File: src/design/kefc_pkg.sv
package kefc_pkg;

  localparam int unsigned KeyDepth  = 16;
  localparam int unsigned CharDepth = 16;

  localparam int unsigned KeyAw  = (KeyDepth > 1) ? $clog2(KeyDepth) : 1;
  localparam int unsigned KeyCw  = $clog2(KeyDepth + 1);
  localparam int unsigned CharAw = (CharDepth > 1) ? $clog2(CharDepth) : 1;
  localparam int unsigned CharCw = $clog2(CharDepth + 1);

  localparam int unsigned CodeW   = 8;
  localparam int unsigned EventW  = CodeW + 1;
  localparam int unsigned BmDepth = 256;
  localparam int unsigned BmAw    = 8;

  typedef enum logic [3:0] {
    MODE_KEY_DOWN   = 4'd0,
    MODE_KEY_UP     = 4'd1,
    MODE_CHAR       = 4'd2,
    MODE_READ_KEY   = 4'd3,
    MODE_READ_CHAR  = 4'd4,
    MODE_QUERY      = 4'd5,
    MODE_CLR_KEY    = 4'd6,
    MODE_CLR_CHAR   = 4'd7,
    MODE_CLR_BOTH   = 4'd8,
    MODE_CLR_BITMAP = 4'd9
  } mode_e;

  typedef enum logic {
    ST_IDLE,
    ST_EXEC
  } state_e;

  typedef struct packed {
    logic            rd_en;
    logic [BmAw-1:0] rd_addr;
    logic            wr_en;
    logic [BmAw-1:0] wr_addr;
    logic            wr_bit;
    logic            clr;
  } bm_req_t;

endpackage

File: src/design/kefc_ram.sv
module kefc_ram #(
  parameter int unsigned Depth = 16,
  parameter int unsigned Width = 8,
  parameter int unsigned Aw    = (Depth > 1) ? $clog2(Depth) : 1
) (
  input  logic             clk_i,
  input  logic             we_i,
  input  logic [Aw-1:0]    waddr_i,
  input  logic [Width-1:0] wdata_i,
  input  logic             re_i,
  input  logic [Aw-1:0]    raddr_i,
  output logic [Width-1:0] rdata_o
);

  logic [Width-1:0] mem [Depth];
  logic [Width-1:0] rdata_q;

  always_ff @(posedge clk_i) begin
    if (we_i) begin
      mem[waddr_i] <= wdata_i;
    end
    if (re_i) begin
      rdata_q <= mem[raddr_i];
    end
  end

  assign rdata_o = rdata_q;

endmodule

File: src/design/kefc_bitmap.sv
module kefc_bitmap (
  input  logic             clk_i,
  input  logic             rst_ni,
  input  kefc_pkg::bm_req_t req_i,
  output logic             rd_bit_o
);
  import kefc_pkg::*;

  logic [BmDepth-1:0] vld_q;
  logic               rd_vld_q;
  logic [0:0]         rd_data;

  kefc_ram #(
    .Depth(BmDepth),
    .Width(1)
  ) u_ram (
    .clk_i  (clk_i),
    .we_i   (req_i.wr_en),
    .waddr_i(req_i.wr_addr),
    .wdata_i(req_i.wr_bit),
    .re_i   (req_i.rd_en),
    .raddr_i(req_i.rd_addr),
    .rdata_o(rd_data)
  );

  // entries not written since reset or clear read as zero
  always_ff @(posedge clk_i or negedge rst_ni) begin
    if (!rst_ni) begin
      vld_q    <= '0;
      rd_vld_q <= 1'b0;
    end else begin
      if (req_i.clr) begin
        vld_q <= '0;
      end else if (req_i.wr_en) begin
        vld_q[req_i.wr_addr] <= 1'b1;
      end
      if (req_i.rd_en) begin
        rd_vld_q <= vld_q[req_i.rd_addr];
      end
    end
  end

  assign rd_bit_o = rd_data[0] & rd_vld_q;

endmodule

File: src/design/keyboard_event_fifo_controller_unit.sv
// Keyboard event controller: a 256-key pressed bitmap, a key event FIFO and a
// character FIFO, each FIFO 16 deep and dropping its oldest entry when full.
// Input channel: in_valid_i / in_ready_o with mode_i, key_code_i, char_code_i.
// Output channel: out_valid_o / out_ready_i, one result beat for every input
// beat, in order, carrying popped data, the queried key bit and empty flags.
// An input beat is accepted while the unit is idle; acceptance launches the
// synchronous read of the bitmap and FIFO memories, and the execution state
// uses the read data and writes the updated entry and pointers back. The
// result is registered into the output register as execution ends. A new
// item is not accepted until the one in work has left the execution state.
// The output register parts the two sides: a new item is accepted while the
// previous result still waits. If the receiver stalls with a result pending,
// the item in work holds in its write-back cycle until the register frees.
// Reset empties both FIFOs and clears the bitmap valid bits at once, so every
// key reads as released; no clearing pass is needed and the unit is ready in
// the first cycle after reset.
module keyboard_event_fifo_controller_unit (
  input  logic                      clk_i,
  input  logic                      rst_ni,
  input  logic                      in_valid_i,
  output logic                      in_ready_o,
  input  logic [3:0]                mode_i,
  input  logic [kefc_pkg::CodeW-1:0] key_code_i,
  input  logic [kefc_pkg::CodeW-1:0] char_code_i,
  output logic                      out_valid_o,
  input  logic                      out_ready_i,
  output logic                      key_event_valid_o,
  output logic                      key_event_is_down_o,
  output logic [kefc_pkg::CodeW-1:0] key_event_code_o,
  output logic                      char_valid_o,
  output logic [kefc_pkg::CodeW-1:0] char_out_o,
  output logic                      key_pressed_o,
  output logic                      key_fifo_empty_o,
  output logic                      char_fifo_empty_o
);
  import kefc_pkg::*;

  localparam int unsigned KeySw  = KeyCw + 1;
  localparam int unsigned CharSw = CharCw + 1;

  state_e state_q, state_d;

  logic [3:0]       mode_q;
  logic [CodeW-1:0] key_q;
  logic [CodeW-1:0] char_q;

  logic [KeyAw-1:0]  k_head_q, k_head_d, k_head_inc, k_tail;
  logic [KeyCw-1:0]  k_cnt_q, k_cnt_d;
  logic [KeySw-1:0]  k_sum;
  logic [CharAw-1:0] c_head_q, c_head_d, c_head_inc, c_tail;
  logic [CharCw-1:0] c_cnt_q, c_cnt_d;
  logic [CharSw-1:0] c_sum;

  logic              k_we;
  logic [KeyAw-1:0]  k_waddr;
  logic [EventW-1:0] k_wdata, k_rdata;
  logic              c_we;
  logic [CharAw-1:0] c_waddr;
  logic [CodeW-1:0]  c_rdata;

  bm_req_t bm_req;
  logic    bm_bit;

  logic in_fire, exec_done;

  logic             r_kv, r_kdown, r_cv, r_press;
  logic [CodeW-1:0] r_kcode, r_char;

  logic             out_valid_q;
  logic             kv_q, kdown_q, cv_q, press_q, kempty_q, cempty_q;
  logic [CodeW-1:0] kcode_q, char_out_q;

  assign in_ready_o = (state_q == ST_IDLE);
  assign in_fire    = in_valid_i & in_ready_o;
  assign exec_done  = (state_q == ST_EXEC) & (~out_valid_q | out_ready_i);

  kefc_ram #(
    .Depth(KeyDepth),
    .Width(EventW)
  ) u_key_ram (
    .clk_i  (clk_i),
    .we_i   (k_we),
    .waddr_i(k_waddr),
    .wdata_i(k_wdata),
    .re_i   (in_fire),
    .raddr_i(k_head_q),
    .rdata_o(k_rdata)
  );

  kefc_ram #(
    .Depth(CharDepth),
    .Width(CodeW)
  ) u_char_ram (
    .clk_i  (clk_i),
    .we_i   (c_we),
    .waddr_i(c_waddr),
    .wdata_i(char_q),
    .re_i   (in_fire),
    .raddr_i(c_head_q),
    .rdata_o(c_rdata)
  );

  kefc_bitmap u_bitmap (
    .clk_i   (clk_i),
    .rst_ni  (rst_ni),
    .req_i   (bm_req),
    .rd_bit_o(bm_bit)
  );

  // ring index arithmetic
  always_comb begin
    k_head_inc = (k_head_q == KeyAw'(KeyDepth - 1)) ? '0 : k_head_q + 1'b1;
    k_sum      = KeySw'(k_head_q) + KeySw'(k_cnt_q);
    k_tail     = (k_sum >= KeySw'(KeyDepth)) ? KeyAw'(k_sum - KeySw'(KeyDepth))
                                              : KeyAw'(k_sum);
    c_head_inc = (c_head_q == CharAw'(CharDepth - 1)) ? '0 : c_head_q + 1'b1;
    c_sum      = CharSw'(c_head_q) + CharSw'(c_cnt_q);
    c_tail     = (c_sum >= CharSw'(CharDepth)) ? CharAw'(c_sum - CharSw'(CharDepth))
                                              : CharAw'(c_sum);
  end

  always_ff @(posedge clk_i or negedge rst_ni) begin
    if (!rst_ni) begin
      state_q  <= ST_IDLE;
      k_head_q <= '0;
      k_cnt_q  <= '0;
      c_head_q <= '0;
      c_cnt_q  <= '0;
    end else begin
      state_q  <= state_d;
      k_head_q <= k_head_d;
      k_cnt_q  <= k_cnt_d;
      c_head_q <= c_head_d;
      c_cnt_q  <= c_cnt_d;
    end
  end

  always_ff @(posedge clk_i) begin
    if (in_fire) begin
      mode_q <= mode_i;
      key_q  <= key_code_i;
      char_q <= char_code_i;
    end
  end

  always_comb begin
    state_d  = state_q;
    k_head_d = k_head_q;
    k_cnt_d  = k_cnt_q;
    c_head_d = c_head_q;
    c_cnt_d  = c_cnt_q;
    k_we     = 1'b0;
    k_waddr  = k_tail;
    k_wdata  = {1'b0, key_q};
    c_we     = 1'b0;
    c_waddr  = c_tail;
    r_kv     = 1'b0;
    r_kdown  = 1'b0;
    r_kcode  = '0;
    r_cv     = 1'b0;
    r_char   = '0;
    r_press  = 1'b0;
    bm_req.rd_en   = in_fire;
    bm_req.rd_addr = key_code_i;
    bm_req.wr_en   = 1'b0;
    bm_req.wr_addr = key_q;
    bm_req.wr_bit  = 1'b0;
    bm_req.clr     = 1'b0;

    case (state_q)
      ST_IDLE: begin
        if (in_fire) begin
          state_d = ST_EXEC;
        end
      end
      ST_EXEC: begin
        if (exec_done) begin
          state_d = ST_IDLE;
          case (mode_q)
            MODE_KEY_DOWN, MODE_KEY_UP: begin
              bm_req.wr_en  = 1'b1;
              bm_req.wr_bit = (mode_q == MODE_KEY_DOWN);
              k_we          = 1'b1;
              k_wdata       = {(mode_q == MODE_KEY_DOWN), key_q};
              // full: overwrite the oldest slot and advance the head
              if (k_cnt_q == KeyCw'(KeyDepth)) begin
                k_waddr  = k_head_q;
                k_head_d = k_head_inc;
              end else begin
                k_cnt_d = k_cnt_q + 1'b1;
              end
            end
            MODE_CHAR: begin
              c_we = 1'b1;
              if (c_cnt_q == CharCw'(CharDepth)) begin
                c_waddr  = c_head_q;
                c_head_d = c_head_inc;
              end else begin
                c_cnt_d = c_cnt_q + 1'b1;
              end
            end
            MODE_READ_KEY: begin
              if (k_cnt_q != '0) begin
                r_kv     = 1'b1;
                r_kdown  = k_rdata[CodeW];
                r_kcode  = k_rdata[CodeW-1:0];
                k_head_d = k_head_inc;
                k_cnt_d  = k_cnt_q - 1'b1;
              end
            end
            MODE_READ_CHAR: begin
              if (c_cnt_q != '0) begin
                r_cv     = 1'b1;
                r_char   = c_rdata;
                c_head_d = c_head_inc;
                c_cnt_d  = c_cnt_q - 1'b1;
              end
            end
            MODE_QUERY: begin
              r_press = bm_bit;
            end
            MODE_CLR_KEY: begin
              k_head_d = '0;
              k_cnt_d  = '0;
            end
            MODE_CLR_CHAR: begin
              c_head_d = '0;
              c_cnt_d  = '0;
            end
            MODE_CLR_BOTH: begin
              k_head_d = '0;
              k_cnt_d  = '0;
              c_head_d = '0;
              c_cnt_d  = '0;
            end
            MODE_CLR_BITMAP: begin
              bm_req.clr = 1'b1;
            end
            default: begin
            end
          endcase
        end
      end
      default: begin
        state_d = ST_IDLE;
      end
    endcase
  end

  always_ff @(posedge clk_i or negedge rst_ni) begin
    if (!rst_ni) begin
      out_valid_q <= 1'b0;
    end else if (exec_done) begin
      out_valid_q <= 1'b1;
    end else if (out_ready_i) begin
      out_valid_q <= 1'b0;
    end
  end

  always_ff @(posedge clk_i) begin
    if (exec_done) begin
      kv_q       <= r_kv;
      kdown_q    <= r_kdown;
      kcode_q    <= r_kcode;
      cv_q       <= r_cv;
      char_out_q <= r_char;
      press_q    <= r_press;
      kempty_q   <= (k_cnt_d == '0);
      cempty_q   <= (c_cnt_d == '0);
    end
  end

  assign out_valid_o         = out_valid_q;
  assign key_event_valid_o   = kv_q;
  assign key_event_is_down_o = kdown_q;
  assign key_event_code_o    = kcode_q;
  assign char_valid_o        = cv_q;
  assign char_out_o          = char_out_q;
  assign key_pressed_o       = press_q;
  assign key_fifo_empty_o    = kempty_q;
  assign char_fifo_empty_o   = cempty_q;

`ifndef SYNTH
  a_key_cnt_range: assert property (@(posedge clk_i) disable iff (!rst_ni)
    (k_cnt_q <= KeyCw'(KeyDepth)) && (k_head_q <= KeyAw'(KeyDepth - 1)))
    else $error("key fifo pointers out of range");

  a_char_cnt_range: assert property (@(posedge clk_i) disable iff (!rst_ni)
    (c_cnt_q <= CharCw'(CharDepth)) && (c_head_q <= CharAw'(CharDepth - 1)))
    else $error("char fifo pointers out of range");

  a_accept_to_exec: assert property (@(posedge clk_i) disable iff (!rst_ni)
    in_fire |=> (state_q == ST_EXEC))
    else $error("accepted beat did not enter execution");

  a_exec_loads_out: assert property (@(posedge clk_i) disable iff (!rst_ni)
    exec_done |=> (out_valid_q && (state_q == ST_IDLE)))
    else $error("finished item did not reach the output register");

  a_one_pop: assert property (@(posedge clk_i) disable iff (!rst_ni)
    out_valid_q |-> !(kv_q && cv_q))
    else $error("both fifos popped by one item");
`endif

endmodule
File: config.mk
export PLATFORM = sky130hd
export DESIGN_NAME = keyboard_event_fifo_controller_unit
export DESIGN_NICKNAME = d
export VERILOG_FILES = /design/src/design/kefc_pkg.sv /design/src/design/kefc_ram.sv /design/src/design/kefc_bitmap.sv /design/src/design/keyboard_event_fifo_controller_unit.sv
export SDC_FILE = /design/constraint.sdc
export NUM_CORES = 1
export LEC_CHECK = 0
export ABC_CLOCK_PERIOD_IN_PS = 13210
export BUFFER_PORTS_ARGS = -buffer_cell sky130_fd_sc_hd__buf_2
export CORE_MARGIN = 3
export CORE_UTILIZATION = 40
export CTS_BUF_LIST = sky130_fd_sc_hd__clkbuf_2
export CTS_CLUSTER_DIAMETER = 100
export DETAILED_ROUTE_END_ITERATION = 7
export GPL_ROUTABILITY_DRIVEN = 0
export MAX_ROUTING_LAYER = met4
export PLACE_DENSITY_LB_ADDON = 0.1
export SLEW_MARGIN = 30
export SYNTH_ARGS = -nofsm -noshare
export SYNTH_HDL_FRONTEND = slang
export SYNTH_HIERARCHICAL = 1
export SYNTH_SLANG_ARGS = --single-unit
File: constraint.sdc
create_clock -name clk_i -period 13.21 [get_ports clk_i]
set_clock_uncertainty 0.1 [all_clocks]
set_input_delay 2.642 -clock clk_i [delete_from_list [all_inputs] [get_ports clk_i]]
set_output_delay 2.642 -clock clk_i [all_outputs]
set_load 0.005 [all_outputs]
### Yosys cells after proc, flatten, opt, wreduce, memory -nomap -nowiden

Memory sizes are Yosys's and may differ from the RTL's. A register that Yosys moved wholly into a read port is not among the register bits.
Index checks and enable logic that the tools add are counted.

* multiplexer cells: 58
* order comparisons: 5
* add/sub/neg operators: 10
* reduce and logical (&&, ||, !) cells: 20
* equality and inequality tests: 17
* bitwise logic cells: 7

Operators with widths (count)
* 256-bit two-way mux: 2
* 256-bit OR: 1
* 4-bit two-way mux: 16
* 5-bit two-way mux: 8
* 5-bit one-hot mux with 3 select lines: 2
* 9-bit two-way mux: 3
* 4-bit one-hot mux with 3 select lines: 2
* 1-bit two-way mux: 20
* 8-bit by 9-bit < comparator with 1-bit output (second input constant): 2
* 4-bit by 3-bit equality test with 1-bit output (second input constant): 4
* 4-bit equality test (second input constant): 4
* 4-bit by 5-bit adder with 6-bit output: 2
* 6-bit by 5-bit >= comparator with 1-bit output (second input constant): 2
* 5-bit by 1-bit adder with 5-bit output (second input constant): 2
* 5-bit equality test (second input constant): 2
* 5-bit zero test: 2
* 5-bit AND reduction: 2
* 5-bit nonzero test: 2
* 5-bit by 1-bit subtractor with 5-bit output (second input constant): 2
* 4-bit by 1-bit adder with 4-bit output (second input constant): 2
* 1-bit binary-select mux with 8-bit select: 1
* 1-bit demux with 8-bit select: 1
* 4-bit by 2-bit equality test with 1-bit output (second input constant): 2
* 8-bit by 1-bit >= comparator with 1-bit output (second input constant): 1
* 15 further kinds: 30

* memories kept: 3
* register bits: 319
* output and inout bits: 24
* bits in writable memories: 528
* word-level logic and storage cells: 139
* bits of input ports: 24

Memory list
* u_bitmap.u_ram.mem: depth 256, width 1, rd ports 1, clocked after memory_dff 1, write ports 1, RTL line kefc_ram.sv:15 `logic [Width-1:0] mem [Depth];`
* u_key_ram.mem: depth 16, width 9, rd ports 1, clocked after memory_dff 1, write ports 1, RTL line kefc_ram.sv:15
* u_char_ram.mem: depth 16, width 8, rd ports 1, clocked after memory_dff 1, write ports 1, RTL line kefc_ram.sv:15

### Longest topological paths before layout

Gate-level depths: netlist (run 1).

* depth in word-level cells: 7
* depth in mapped cells: 10
* gate-level depth less buffers: 8

### Cells and area by module

Netlist (run 1), hierarchy kept.

By module, submodules not included
* kefc_bitmap: area an instance 11634.9 um^2, seq. area each 6431.2 um^2, instances 1, cells an instance 1114
* kefc_ram (u_bitmap.u_ram): area an instance 11138.2 um^2, seq. area each 7717.4 um^2, instances 1, cells an instance 788
* kefc_ram (u_key_ram): area an instance 5870.6 um^2, seq. area each 4594.4 um^2, instances 1, cells an instance 254
* kefc_ram (u_char_ram): area an instance 5227.5 um^2, seq. area each 4083.9 um^2, instances 1, cells an instance 229
* keyboard_event_fifo_controller_unit: area an instance 3303.2 um^2, seq. area each 1761.7 um^2, instances 1, cells an instance 295

### Worst setup path before layout (run 1)

No wires, ideal clock.

* kind: in2reg
* from: in out_ready_i
* to: mem u_bitmap.u_ram.mem[0] (data pin)
* stages: 3
* arrival: 13236 ps
* path buffers: 0
* setup time: 2213 ps
* path slack: -2340 ps
* path through: nand2b_1 nand2_1 nor3_1

RTL lines
* start, declared: RTL line keyboard_event_fifo_controller_unit.sv:26 `input logic out_ready_i,`
* end, declared: RTL line kefc_ram.sv:15

### Final worst setup path (run 1)

* from: reg state_q
* to: out in_ready_o

* longest elaborated chain between the ends: 1

RTL lines
* start, declared: RTL line keyboard_event_fifo_controller_unit.sv:41 `state_e state_q, state_d;`
* start signal, assigned: RTL line keyboard_event_fifo_controller_unit.sv:130 `state_q <= state_d;`
* 1-bit inverter
* end, declared: RTL line keyboard_event_fifo_controller_unit.sv:21 `output logic in_ready_o,`

No other way between the ends.

==> impl_metrics.ini, run 1 <==
[hold_path]
whs_path_depth = 2
hp-class = flop to flop

[placement]
placedInstanceArea_mm2 = 0.0385
dp_hpwl_um = 54400
port_buffers = 47

[detailed_routing]
wl_um = 95600
wl_per_cell_um = 22.5
post_drt_via_cell_ratio = 5.51
ant_nets = 0
dr.first_iter.drc_count = 2002
drc = 0
dr.pass1.iters = 5
vias = 23400

[clock_network]
numClockSinks = 865
cts_tree = done
cts_made_buffers = 224
cts_htree_levels = 4
ctsLongestPathBuffers = 3
clk_latency_ns = 1.43
cts-root-buf = clkbuf_2
clk_pin_slew_ns = 0.10
post-cts-setup-buffer-count = 0
cts_hold_buf = 0
post_cts_resized = 0

[synth]
yosysTopAreaCell = edfxtp_1
yosys_warnings = 6
synth_cell_types = 86
syn_nets = 2718
yosys_most_used_dff = edfxtp_1
ys_seq_area_frac = 0.661
syn-mean-instance-area_um2 = 13.9
syn-cell-area_mm2 = 0.0372
ys_ff_latch = 865
synthArstFlopShare = 0.320
yosys-top-cells-area = edfxtp_1 47%, dfrtp_1 19%, mux4_2 7.1%
synth_edf_count = 588
yosysTopAreaCellShare = 0.475
syn-instance-count = 2680

[sta]
relSlewSlack = 0.310
finalSetupTns_ns = 0
holdWs_ns = 0.397
final-setup-viol-count = 0
hold_viol_final = 0
timing.fmax_mhz = 202
worst_pin_slew_ns = 1.03
fin_crit_sh = 0.375
slew_violations = 0
grt_setup_unrepaired = no
finalCriticalPeriod_ns = 4.95

[worst_setup_path]
critPathLaunchType = flop
worstPathArrival_ns = 2.21
critPathMaxFanout = 6
endpoint_kind = primary output
cp.required_ns = 10.47
path_class = flop to primary output
reg2reg_depth = 7

[die]
row_count = 111
pin_count = 48
core_area_mm2 = 0.0919
die_area_mm2 = 0.0966
initial_utilization = 0.404
die_w_um = 311
fp.dieH_um = 311

[global_routing]
grt_pass1_vias = 24400
grt_antenna_before_repair = 1
grt_overflow_total = 0
grt_use_total = 0.204
grt_pass1_wl_um = 147000
grt_max_degree = 273

[cells_and_area]
stdcell_area_mm2 = 0.0407
nets = 2860
syn2layout_area_growth_pct = 9.37
utilization = 0.442
drive_gt1_frac = 0.211

[flow_run]
drv_cap = 0

[power_and_ir_drop]
power.density_mw_per_mm2 = 139
power_leakage_nw = 15.1
peakVddDrop_mv = 0.0613

[status]
run_status = finished, final reports clean
## synthesized netlist by cell type, types with 4 or more instances
master           instances
a211oi_1                 6
a21o_1                   4
a21oi_1                271
a22o_1                   6
a22oi_1                 53
a31oi_1                  5
and2_0                  16
and2_1                  23
and3_1                   4
buf_12                   7
buf_2                   24
buf_4                   13
buf_6                   15
clkbuf_1               106
clkdlybuf4s25_2          4
dfrtp_1                277
edfxtp_1               588
ha_1                    12
inv_1                   19
mux2i_1                 89
mux4_1                  38
mux4_2                 117
nand2_1                 82
nand2b_1                20
nand3_1                 37
nand3b_1                11
nand4_1                  4
nor2_1                 597
nor2b_1                 17
nor3_1                  39
nor4_1                  17
o21ai_0                 17
o21ai_1                  5
o221ai_1                10
o22ai_1                 32
o31ai_1                  6
o32ai_1                  4
xnor2_1                  5
## power by group
part	switching, mW	internal (mW)
registers	0.0539	2.97
clock network	1.09	0.734
logic	0.490	0.319
## stage by stage
stage | power, mW | instances | worst slack (ns)
2_1_floorplan | 3.66 | 2680 | 3.04
3_3_place_gp | 3.89 | 3832 | 6.97
3_5_place_dp | 3.90 | 3835 | 6.95
4_1_cts | 5.75 | 4239 | 7.99
5_1_grt | 5.96 | 4244 | 8.02
6_report | 5.65 | 4244 | 8.26
## critical path, cell delays in order (launching register included)
cell     delay (ns)
dfrtp_1        0.46
inv_1          0.21
buf_2          0.15
## area by class of cell
class	count	area (um^2)
antenna	1	2.50
sequential	865	24600
timing repair buffer	89	704
inverter	20	75.1
clock inverter	70	364
fill	8540	51300
multi-input combinational	1622	11700
clock buffer	334	1670
tap	1243	1560
## logic make-up (layout without fill, tap and decap cells)
kind of cell | after synthesis | after routing | share of synthesized area
AND/OR/NAND/NOR | 897 | 897 | 0.105
AO/OA/AOI/OAI | 456 | 456 | 0.0747
other | 0 | 1 | 0
flip-flops | 865 | 865 | 0.661
buffers and inverters | 193 | 513 | 0.0287
adder cells (fa/ha/maj) | 14 | 14 | 0.00512
XOR/XNOR | 7 | 7 | 0.00165
multiplexers | 248 | 248 | 0.123
## cells in the final DEF (no fill, tap or decap), drive strengths merged, types with 4 or more instances in the layout
| master | netlist | layout |
|---|---|---|
| o32ai | 4 | 4 |
| or3b | 5 | 5 |
| edfxtp | 588 | 588 |
| inv | 20 | 24 |
| a22oi | 53 | 53 |
| mux2i | 89 | 89 |
| buf | 61 | 88 |
| clkbuf | 108 | 335 |
| nand4 | 4 | 4 |
| a2111oi | 4 | 4 |
| mux4 | 155 | 155 |
| nor2b | 17 | 17 |
| o221ai | 13 | 13 |
| nor4 | 17 | 17 |
| xnor2 | 5 | 5 |
| o22ai | 32 | 32 |
| ha | 12 | 12 |
| nor2 | 597 | 597 |
| a211oi | 7 | 7 |
| a21oi | 271 | 271 |
| nand3b | 11 | 11 |
| dfrtp | 277 | 277 |
| nor3 | 40 | 40 |
| o31ai | 8 | 8 |
| nand3 | 37 | 37 |
| clkinv | 0 | 60 |
| nand2 | 82 | 82 |
| mux2 | 4 | 4 |
| and2 | 39 | 39 |
| a21o | 4 | 4 |
| a22o | 6 | 6 |
| and3 | 4 | 4 |
| a31oi | 5 | 5 |
| nand2b | 22 | 22 |
| o21ai | 26 | 26 |
## final timing paths
check	from	endpoint	slack, ns
min	u_bitmap/vld_q[227]	u_bitmap/vld_q[227]	0.40
min in group asynchronous	rst_ni	u_bitmap/vld_q[247]	0.98
min reg2reg	u_bitmap/vld_q[227]	u_bitmap/vld_q[227]	0.40
max	state_q	in_ready_o	8.26
max in group asynchronous	rst_ni	u_bitmap/vld_q[191]	10.39
max reg2reg	mode_q[1]	u_key_ram/mem[6][4]	8.93
## sequential cells by signal (all words and copies together), names as in the netlist, 4 cells and up
| signal | count |
|---|---|
| c_cnt_q | 5 |
| c_head_q | 4 |
| char_out_o | 8 |
| char_q | 8 |
| k_cnt_q | 5 |
| k_head_q | 4 |
| key_event_code_o | 8 |
| key_q | 8 |
| mode_q | 4 |
| u_bitmap/u_ram/mem | 256 |
| u_bitmap/vld_q | 256 |
| u_char_ram/mem | 128 |
| u_char_ram/rdata_o | 8 |
| u_key_ram/mem | 144 |
| u_key_ram/rdata_o | 9 |
## per-layer routing
layer  up-vias  GRT usage  share of wire
li1      10400          -              -
met1     12000      0.267           0.44
met2       740      0.314           0.48
met3       153     0.0465          0.064
met4         0     0.0758          0.023
met5         -          -              0
No activity file was read; power rests on OpenSTA's default activity.
==> run 2: changes to the inputs <==
--- a/config.mk
+++ b/config.mk
@@ -5,7 +5,7 @@
 export SDC_FILE = /design/constraint.sdc
 export NUM_CORES = 1
 export LEC_CHECK = 0
-export ABC_CLOCK_PERIOD_IN_PS = 13210
+export ABC_CLOCK_PERIOD_IN_PS = 4800
 export BUFFER_PORTS_ARGS = -buffer_cell sky130_fd_sc_hd__buf_2
 export CORE_MARGIN = 3
 export CORE_UTILIZATION = 40
==> constraint.sdc (replaced) <==
create_clock -name clk_i -period 4.8 [get_ports clk_i]
set_clock_uncertainty 0.1 [all_clocks]
set_input_delay 0.96 -clock clk_i [delete_from_list [all_inputs] [get_ports clk_i]]
set_output_delay 0.96 -clock clk_i [all_outputs]
set_load 0.005 [all_outputs]
==> impl_metrics.ini, run 2 (same netlist as run 1, synthesis figures left out) <==
[die]
core_area_mm2 = 0.0919
die_area_mm2 = 0.0966
row_count = 111
fp.dieH_um = 311
pin_count = 48
die_w_um = 311
initial_utilization = 0.404

[placement]
dp_hpwl_um = 57700
numPlacedInstances = 3867
port_buffers = 47

[power_and_ir_drop]
power_frac_seq = 0.531
power_leakage_nw = 15.5
p_sw_mw = 4.48
combPwrFrac = 0.144
p_clk_frac = 0.325
power.density_mw_per_mm2 = 380
peakVddDrop_mv = 0.176
intPower_mw = 11.2
switching_share = 0.286

[sta]
worst_pin_slew_ns = 1.03
finalCriticalPeriod_ns = 3.85
relSlewSlack = 0.314
hold_viol_final = 0
timing.fmax_mhz = 260
fin_crit_sh = 0.801
slew_violations = 0
final-setup-viol-count = 0
grt_setup_unrepaired = no

[global_routing]
grt_pass1_vias = 24200
grt_pass1_wl_um = 148000
grt_max_degree = 99
grt_antenna_before_repair = 1
grt_use_total = 0.207
grt_overflow_total = 0

[status]
run_status = finished, final reports clean

[cells_and_area]
syn2layout_area_growth_pct = 11.1
fin_cells = 4316
final_common_cell = nor2_1
largestRegisters = u_bitmap/u_ram/mem: 256 flops, u_bitmap/vld_q: 256 flops, u_key_ram/mem: 144 flops
seq_area_mm2 = 0.0246
drive_gt1_frac = 0.219
final_cell_mix = 589 x nor2_1, 588 x edfxtp_1, 359 x clkbuf_2
nets = 2923
multiInputGateArea_mm2 = 0.0117
utilization = 0.449
fillers = 8454

[worst_setup_path]
critPathLaunchType = flop
critPathTopFamily = simple AND/OR/NAND/NOR gates
endpoint_kind = flop
cp.buffers_inverters = 1
crit_chain = nor4b_2 > nand3_1 > inv_2 > nand3_1 > nor2_1 > a21oi_1 > or3b_2 > nor2_1
path_class = flop to flop
cp_slowest_stage_delay_ns = 0.68
crit_slowest_cell = edfxtp_1
worstPathArrival_ns = 4.80
critPathMaxFanout = 15
cp.required_ns = 5.75

[clock_network]
cts-root-buf = clkbuf_2
post_cts_resized = 0
ctsLongestPathBuffers = 3
cts_htree_levels = 4
cts_tree = done
cts_made_buffers = 223
clk_latency_ns = 1.47
clk_pin_slew_ns = 0.11
numClockSinks = 865
post-cts-setup-buffer-count = 0

[detailed_routing]
dr.pass1.iters = 6
wl_um = 97500
drc = 0
post_drt_via_cell_ratio = 5.52
dr.first_iter.drc_count = 2231
vias = 23800
wl_per_cell_um = 22.6
ant_nets = 0

[flow_run]
drv_cap = 0

[hold_path]
hp-class = input pin to flop
## run 2: cell types whose count changed in the layout (fill, tap and decap cells not counted), moves of 2 or more
cell,previous run,this run
dlygate4sd3_1,0,35
buf_4,32,57
clkbuf_2,334,359
clkinv_1,51,37
buf_12,3,9
nand2_2,7,2
clkinv_2,9,5
nand2_1,75,79
buf_16,4,1
nor3_1,27,30
nor3_2,6,3
and2_1,25,23
nor2_1,587,589
nor2_2,10,8
## run 2: worst paths after layout
path,startpoint,to,slack (ns),depth (start not counted)
max reg2reg,mode_q[0],u_char_ram/mem[2][2],0.95,8
max in group asynchronous,rst_ni,u_bitmap/vld_q[96],3.35,4
max,mode_q[0],u_char_ram/mem[2][2],0.95,8
min reg2reg,u_bitmap/vld_q[114],u_bitmap/vld_q[114],0.39,2
min,out_ready_i,out_valid_o,0.27,4
min in group asynchronous,rst_ni,u_bitmap/vld_q[163],0.47,3
## run 2: repair_timing
item,CTS,global route
hold buffers,36,0
endpoints found under the setup margin,0,0
endpoints found under the hold margin,224,0
## run 2: cell type report
type / count / area share
diodes: 1 / 0.0000606
clock buffers: 359 / 0.0435
clock inverters: 53 / 0.00718
inverters: 20 / 0.00182
multi-input cells: 1622 / 0.283
flip-flops and latches: 865 / 0.596
well taps: 1243 / 0.0377
repair buffers: 153 / 0.0313
## run 2: power by group through the flow
stage	sequential, mW	clock [mW]	combinational (mW)
after CTS	8.34	5.35	2.29
after floorplan	8.47	0	1.62
after global placement	8.50	0	2.22
final	8.33	5.11	2.26
after global routing	8.36	5.74	2.46
after detailed placement	8.50	0	2.25
## run 2: worst reg2reg max path: cells and delay by family, from the launching register on
| kind | cells | cell delay, ns |
|---|---|---|
| simple gates | 6 | 2.43 |
| compound gates | 1 | 0.09 |
| flops | 1 | 0.68 |
| buf+inv | 1 | 0.15 |
## run 2: layer usage
layer	GRT usage	wire length (um)	up-vias
met3	0.0498	6950	185
met2	0.314	45800	868
li1	-	-	10600
met5	-	0	-
met1	0.273	42100	12200
met4	0.0797	2640	0
## run 2: metrics by stage
step / setup TNS, ns / worst slack (ns) / power, mW / hold slack [ns] / instance area (um^2)
2_1_floorplan: -244.10 / -0.897 / 10.1 / 0.351 / 37200
3_3_place_gp: 0 / 1.09 / 10.7 / 0.369 / 38700
3_5_place_dp: 0 / 1.06 / 10.7 / 0.378 / 38800
4_1_cts: 0 / 1.03 / 16.0 / 0.0438 / 41200
5_1_grt: 0 / 0.706 / 16.6 / 0.192 / 41300
6_report: 0 / 0.955 / 15.7 / 0.275 / 41300
==> run 3: changes to the inputs <==
--- a/config.mk
+++ b/config.mk
@@ -5,7 +5,7 @@
 export SDC_FILE = /design/constraint.sdc
 export NUM_CORES = 1
 export LEC_CHECK = 0
-export ABC_CLOCK_PERIOD_IN_PS = 4800
+export ABC_CLOCK_PERIOD_IN_PS = 3900
 export BUFFER_PORTS_ARGS = -buffer_cell sky130_fd_sc_hd__buf_2
 export CORE_MARGIN = 3
 export CORE_UTILIZATION = 40
==> constraint.sdc (replaced) <==
create_clock -name clk_i -period 3.9 [get_ports clk_i]
set_clock_uncertainty 0.1 [all_clocks]
set_input_delay 0.78 -clock clk_i [delete_from_list [all_inputs] [get_ports clk_i]]
set_output_delay 0.78 -clock clk_i [all_outputs]
set_load 0.005 [all_outputs]
==> impl_metrics.ini, run 3 (same netlist as run 1, synthesis figures left out) <==
[global_routing]
grt_max_degree = 165
grt_antenna_before_repair = 1
grt_use_total = 0.208
busiest_layer = met2
grtUsageMet2 = 0.327
grt_pass1_wl_um = 149000
globalRouteMet3Util = 0.0406
grt_use_met1 = 0.271
grt_overflow_total = 0
grt_pass1_vias = 24500

[worst_setup_path]
rrSetupSlack_ns = 0.43
cp.required_ns = 4.82
path_class = flop to flop
critPathTopFamily = simple AND/OR/NAND/NOR gates
worstPathArrival_ns = 4.39
critPathMaxFanout = 16
crit_slowest_cell = nor2_1
critPathLaunchType = flop
cp.buffers_inverters = 0
endpoint_kind = flop
cp_slowest_stage_delay_ns = 0.78
crit_chain = or3_1 > nor3_4 > nand3_1 > nand2_1 > xnor2_1 > nand3b_1 > nor2_1

[sta]
fin_crit_sh = 0.890
grt_setup_unrepaired = no
slew_violations = 0
finalSetupTns_ns = 0
worst_pin_slew_ns = 1.07
hold_viol_final = 0
timing.fmax_mhz = 288
final-setup-viol-count = 0
holdWs_ns = 0.251
finalCriticalPeriod_ns = 3.47
setup_slack_ns = 0.430
relSlewSlack = 0.284

[clock_network]
ctsLongestPathBuffers = 3
clk_latency_ns = 1.47
post-cts-setup-buffer-count = 0
cts-root-buf = clkbuf_2
numClockSinks = 865
cts_htree_levels = 4
cts_made_buffers = 218
cts_tree = done
clk_pin_slew_ns = 0.11

[placement]
numPlacedInstances = 3919
placedInstanceArea_mm2 = 0.0392
dp_hpwl_um = 58200
port_buffers = 47
dpl_worst_slack_ns = 0.193

[die]
die_w_um = 311
row_count = 111
initial_utilization = 0.404
fp.dieH_um = 311
die_area_mm2 = 0.0966
pin_count = 48
core_area_mm2 = 0.0919

[cells_and_area]
fin_cells = 4355
drive_gt1_frac = 0.216
final_common_cell = nor2_1
fillers = 8471
final_cell_mix = 594 x nor2_1, 588 x edfxtp_1, 324 x clkbuf_2
stdcell_area_mm2 = 0.0416
nets = 2976
syn2layout_area_growth_pct = 12.0
largestRegisters = u_bitmap/u_ram/mem: 256 flops, u_bitmap/vld_q: 256 flops, u_key_ram/mem: 144 flops
seq_area_mm2 = 0.0246
multiInputGateArea_mm2 = 0.0116

[power_and_ir_drop]
power.density_mw_per_mm2 = 460
power_leakage_nw = 15.6
peakVddDrop_mv = 0.268

[detailed_routing]
post_drt_via_cell_ratio = 5.47
wl_um = 97500
drc = 0
dr.pass1.iters = 6
wl_per_cell_um = 22.4
ant_nets = 0
dr.first_iter.drc_count = 2204
vias = 23800

[status]
run_status = finished, final reports clean

[flow_run]
drv_cap = 0

[hold_path]
hp-class = input pin to flop
## run 3: worst paths after layout
| path | from | to | cells after the start |
|---|---|---|---|
| worst max-delay path | mode_q[2] | u_key_ram/mem[5][0] | 7 |
| worst min-delay path | in_valid_i | key_q[5] | 3 |
| worst max register to register | mode_q[2] | u_key_ram/mem[5][0] | 7 |
| worst min register to register | u_bitmap/vld_q[158] | u_bitmap/vld_q[158] | 2 |
| max in group asynchronous | rst_ni | u_bitmap/vld_q[183] | 4 |
| min in group asynchronous | rst_ni | u_bitmap/vld_q[68] | 4 |
## run 3: area by class of cell
class	instances	share of cell area
Timing Repair Buffer	211	0.0427
Inverter	20	0.00180
Tap cell	1243	0.0373
Sequential cell	865	0.590
Multi-Input combinational cell	1622	0.280
Antenna cell	1	0.0000601
Clock inverter	69	0.00901
Clock buffer	324	0.0389
## run 3: per-stage QoR
step                utilization  power [mW]
global route              0.453        20.2
finish                    0.453        19.1
floorplan                     -        12.4
CTS                       0.452        19.5
detailed placement        0.426        13.2
global placement          0.426        13.2
## run 3: what timing repair did
item / CTS / global route
gates resized for setup: 0 / 1
endpoints found under the setup margin: 0 / 8
endpoints found under the hold margin: 503 / 0
hold buffers: 40 / 0
## run 3: metal layers
layer  share of wire  up-vias
li1                -    10700
met4           0.025        0
met2            0.48      763
met3           0.055      182
met1            0.44    12200
met5               0        -
## run 3: worst reg2reg max path, cell delays in order, from the launching register on
cell	delay, ns
edfxtp_1	0.60
or3_1	0.60
nor3_4	0.20
nand3_1	0.26
nand2_1	0.17
xnor2_1	0.11
nand3b_1	0.25
nor2_1	0.79
## run 3: power by group
part           switching [mW]  internal [mW]
logic                    1.62           1.15
registers               0.208           10.1
clock network            3.67           2.43
